File: config.mk
export PLATFORM = sky130hd
export DESIGN_NAME = tps_merge
export DESIGN_NICKNAME = d
export VERILOG_FILES = /design/src/rtl/core/tps_pkg.sv /design/src/rtl/core/tps_merge.sv
export SDC_FILE = /design/constraint.sdc
export NUM_CORES = 1
export LEC_CHECK = 0
export ABC_AREA = 1
export BUFFER_PORTS_ARGS = -buffer_cell sky130_fd_sc_hd__buf_4
export CELL_PAD_IN_SITES_DETAIL_PLACEMENT = 0
export CELL_PAD_IN_SITES_GLOBAL_PLACEMENT = 1
export CORE_MARGIN = 8
export CORE_UTILIZATION = 40
export CTS_BUF_LIST = sky130_fd_sc_hd__clkbuf_16
export DETAILED_ROUTE_END_ITERATION = 8
export HOLD_SLACK_MARGIN = 0.12
export PLACE_DENSITY = 0.79
export SLEW_MARGIN = 20
export SYNTH_ARGS = -nofsm -noshare
export SYNTH_HDL_FRONTEND = slang
export SYNTH_SLANG_ARGS = --single-unit
File: constraint.sdc
create_clock -name i_clk -period 20.9 [get_ports i_clk]
set_clock_uncertainty 0.15 [all_clocks]
set_input_delay 2.09 -clock i_clk [delete_from_list [all_inputs] [get_ports i_clk]]
set_output_delay 2.09 -clock i_clk [all_outputs]
set_load 0.03 [all_outputs]
File: src/rtl/core/tps_pkg.sv
// Shared constants and register indexes for the triangle plane slicer.
`default_nettype none
package tps_pkg;

    localparam int COORD_BITS_DEF  = 32;
    localparam int T_FRAC_BITS_DEF = 24;
    localparam int CFG_IDX_BITS    = 3;

    // Reset value of normal_y: 1.0 in Q16.16
    localparam longint NORMAL_Y_RESET = 65536;

    typedef enum logic [CFG_IDX_BITS-1:0] {
        CFG_NORMAL_X = 3'd0,
        CFG_NORMAL_Y = 3'd1,
        CFG_NORMAL_Z = 3'd2,
        CFG_ANCHOR_X = 3'd3,
        CFG_ANCHOR_Y = 3'd4,
        CFG_ANCHOR_Z = 3'd5
    } t_cfg_idx;

endpackage
`default_nettype wire

File: src/rtl/core/tps_merge.sv
// Merge of the edge lanes, one per triangle edge, into one segment, with output register and skid.
`default_nettype none
module tps_merge #(
    parameter int COORD_BITS = tps_pkg::COORD_BITS_DEF
) (
    input  wire logic                  i_clk,
    input  wire logic                  i_rst_n,
    input  wire logic                  i_vld,
    input  wire logic                  i_last,
    input  wire logic [2:0]            i_cross,
    input  wire logic [COORD_BITS-1:0] i_p [3][3],
    input  wire logic                  i_ready,
    output logic                       o_full,
    output logic                       o_valid,
    output logic                       o_hit,
    output logic                       o_last,
    output logic [COORD_BITS-1:0]      o_start [3],
    output logic [COORD_BITS-1:0]      o_end   [3]
);
    localparam int C = COORD_BITS;

    logic          n_hit;
    logic [C-1:0]  n_start [3];
    logic [C-1:0]  n_end   [3];

    logic          r_ov, r_full;
    logic          r_hit, r_last, r_shit, r_slast;
    logic [C-1:0]  r_start [3];
    logic [C-1:0]  r_end   [3];
    logic [C-1:0]  r_sstart [3];
    logic [C-1:0]  r_send   [3];

    always_comb begin
        n_hit = (i_cross == 3'b011) || (i_cross == 3'b101) || (i_cross == 3'b110);
        for (int c = 0; c < 3; c++) begin
            n_start[c] = '0;
            n_end[c]   = '0;
            if (n_hit) begin
                n_start[c] = i_cross[0] ? i_p[0][c] : i_p[1][c];
                n_end[c]   = (i_cross[0] && i_cross[1]) ? i_p[1][c] : i_p[2][c];
            end
        end
    end

    // pipeline stalls only while the skid holds a word
    always_ff @(posedge i_clk) begin
        if (!i_rst_n) begin
            r_ov   <= 1'b0;
            r_full <= 1'b0;
        end else if (r_full) begin
            if (i_ready) begin
                r_hit   <= r_shit;
                r_last  <= r_slast;
                r_start <= r_sstart;
                r_end   <= r_send;
                r_full  <= 1'b0;
            end
        end else if (i_vld) begin
            if (!r_ov || i_ready) begin
                r_hit   <= n_hit;
                r_last  <= i_last;
                r_start <= n_start;
                r_end   <= n_end;
                r_ov    <= 1'b1;
            end else begin
                r_shit   <= n_hit;
                r_slast  <= i_last;
                r_sstart <= n_start;
                r_send   <= n_end;
                r_full   <= 1'b1;
            end
        end else if (i_ready) begin
            r_ov <= 1'b0;
        end
    end

    assign o_full  = r_full;
    assign o_valid = r_ov;
    assign o_hit   = r_hit;
    assign o_last  = r_last;
    assign o_start = r_start;
    assign o_end   = r_end;
endmodule
`default_nettype wire

==> results.md <==
* Synthesis warning total at 0
* Std cell rows at 78
* Post-synthesis sequential area ratio at 0.639
* Top-area cell type share of the netlist area at 0.636
* Setup bufs post-CTS at 0
* Area leader, netlist: edfxtp_1
* Root buffer cell: clkbuf_16
* Maxcap violations at 0
* Initial antenna violation count at 0
* Register area at 11700 um^2
* R2r startpoint: o_full$_SDFF_PN0_
* Final hold vios at 0
* CTS resizes at 0
* Die area at 52900 um^2
* Crit share post-route at 0.246
* CP arrival at 5.39 ns
* Layout cells sized above 1 at 0.253
* Outcome: completed
* Clock Pin Slew Worst Setup and Hold Paths at 0.06 ns
* Routed WL per cell at 19.1 um
* Yosys reg bits at 390
* Core area at 45300 um^2
* EDFF count, synth at 388
* R2R depth at 7
* H-Tree Depth at 2
* Filler Cell Count at 4170
* CP Launch Type: input port
* Cts-stage hold buffer count at 0
* Tot Pwr at 1860 uW
* Largest net degree at the start of global routing at 123
* Total track usage at 0.197
* Vias per Instance at 4.98
* Met3 Track Usage GR at 0.0516
* Setup crit start: i_cross[0]
* Slew of the pin with the lowest slew margin at 1.13 ns
* Total CTS buffers at 42
* Global-route wire length before repair at 83000 um
* Post-synth net total at 2101
* # IOs at 492
* Critical Path Sink Type: flop
* Max_slew headroom at 0.245
* Die H at 230 um
* Hold/Removal Path Class: flop to flop
* Crit Path Category: input port to flop
* Commonest non-fill, non-tap cell in the layout: nand2_1
* CP Data Required Time at 21.16 ns
* Crit-path cells: buf_6 > nand3_4 > nand3_4 > buf_4 > nand3_1 > nand2_1
* Max Fclk at 195 MHz
* Number of port buffers at 491
* Asr flop ratio synth at 0
* Slowest-stage cell, CP: buf_4
* Antenna diodes at 0
* RSZ-0062 raised after global routing: no
* Synth area leaders: edfxtp_1 64%, nand2_1 12%, nand3_1 5.3%, a21boi_0 3.6%, o21ai_0 3.3%
* Die X at 230 um
* Max clock buf depth at 3
* Later-pin clock latency in the skew report at 0.54 ns
* Most frequent cells in the layout: 586 x nand2_1, 505 x buf_4, 388 x edfxtp_1
* Final wirelength at 54500 um
* Met1 GRT Util at 0.253
* VDD IR max at 0.0424 mV
* CP Max Fanout at 112
* Setup tns final at 0 ns
* Vias in the first global route at 14.2k
* Nets at 2518
* Synth Instances at 1805
* Grt ovf at 0
* # setup viols final at 0
* # DRC at 0
* Lkg Pwr at 0.0103 uW
* Area of the multi-input gates at 5570 um^2
* Starting DRT DRC Count at 1142
* Slew Viols, Final at 0
* CTS tree: done
* Mapped Area at 18300 um^2
* P per Cell Area at 78.9 nW/um^2
* Hold wc startpoint: r_sstart[4]$_DFFE_PP_
* Area grow syn2layout at 28.7%
* Worst Setup EP: o_end[67]$_DFFE_PP_
* GPL Wtd Cong at 0.809
* Clk sinks at 390
* DR vias at 14.2k
* 1st-pass router iterations at 5
* Top FF cell, synth: edfxtp_1
* Most used cell, CP: nand3_4
* Final ANT Viol Nets at 0
* Reg2reg end: o_end[45]$_DFFE_PP_
* Synth Area per Inst at 10.1 um^2
* R2R setup slack at 16.93 ns
* HPWL Detailed at 36800 um
* Delay of the slowest critical-path stage at 0.88 ns
* Starting Density at 0.404
* Met2 GRT Util at 0.327
* Busiest grt layer: met2
* Post-synthesis cell type count at 24
* Final min period at 5.13 ns
## state kept, by name, summed over array words and instances (netlist names)
| register | flops |
|---|---|
| o_start | 96 |
| o_valid | 1 |
| r_slast | 1 |
| r_send | 96 |
| o_end | 96 |
| o_hit | 1 |
| r_sstart | 96 |
| o_full | 1 |
| r_shit | 1 |
| o_last | 1 |
## metrics by stage
step	instances	area, um^2	hold slack, ns	utilization	setup slack (ns)
6_report	2849	23600	0.359	0.521	15.77
5_1_grt	2849	23600	0.377	0.521	15.45
4_1_cts	2847	23500	0.359	0.519	15.72
3_5_place_dp	2776	22300	0.350	0.492	15.14
3_3_place_gp	2774	22200	0.342	0.491	14.53
2_1_floorplan	1805	18300	0.341	-	4.48
## kinds of logic (layout without fill, tap and decap cells)
logic type | after synthesis | in the layout | share of synthesized area
AOI/OAI and AO/OA | 291 | 291 | 0.0927
and+or+nand+nor | 884 | 884 | 0.209
DFF | 390 | 390 | 0.639
buffers and inverters | 240 | 684 | 0.0593
## worst min-delay path by stage
stage          slack [ns]  cells after the start                     to
2_1_floorplan        0.34                      2  o_start[94]$_DFFE_PP_
3_5_place_dp         0.35                      2   o_valid$_SDFFE_PN0P_
5_1_grt              0.38                      2    o_end[73]$_DFFE_PP_
4_1_cts              0.36                      2   o_start[4]$_DFFE_PP_
6_report             0.36                      2   o_start[4]$_DFFE_PP_
3_3_place_gp         0.34                      2   o_valid$_SDFFE_PN0P_
## synth_stat cells (all sizes together), types with 2 or more instances
| master | instances |
|---|---|
| a21oi | 2 |
| dfxtp | 2 |
| inv | 103 |
| and2 | 96 |
| edfxtp | 388 |
| clkbuf | 64 |
| buf | 73 |
| nand2 | 587 |
| a21boi | 96 |
| o21ai | 193 |
| nand3 | 198 |
## where the power goes
group / switching (uW) / internal [uW]
Sequential: 11.6 / 898
Clock: 288 / 396
Combinational: 164 / 101
## critical path: cells and delay by family
kind | cells | cell delay, ns
AND/OR/NAND/NOR | 4 | 1.76
buffers and inverters | 2 | 1.41
## area by class of cell
class                   instances  area share
clock buffers                  45      0.0478
clock inverters                26     0.00547
inverters                     103      0.0166
multi-input cells            1175       0.236
flip-flops and latches        390       0.496
well taps                     600      0.0319
repair buffers                510       0.166
## layer usage
layer | routed length (um) | vias up | share of wire
met3 | 4530 | 53 | 0.083
met4 | 958 | 0 | 0.018
met5 | 0 | - | 0
li1 | - | 6956 | -
met1 | 22700 | 6614 | 0.42
met2 | 26300 | 568 | 0.48
(Power assumes the default switching activity.)
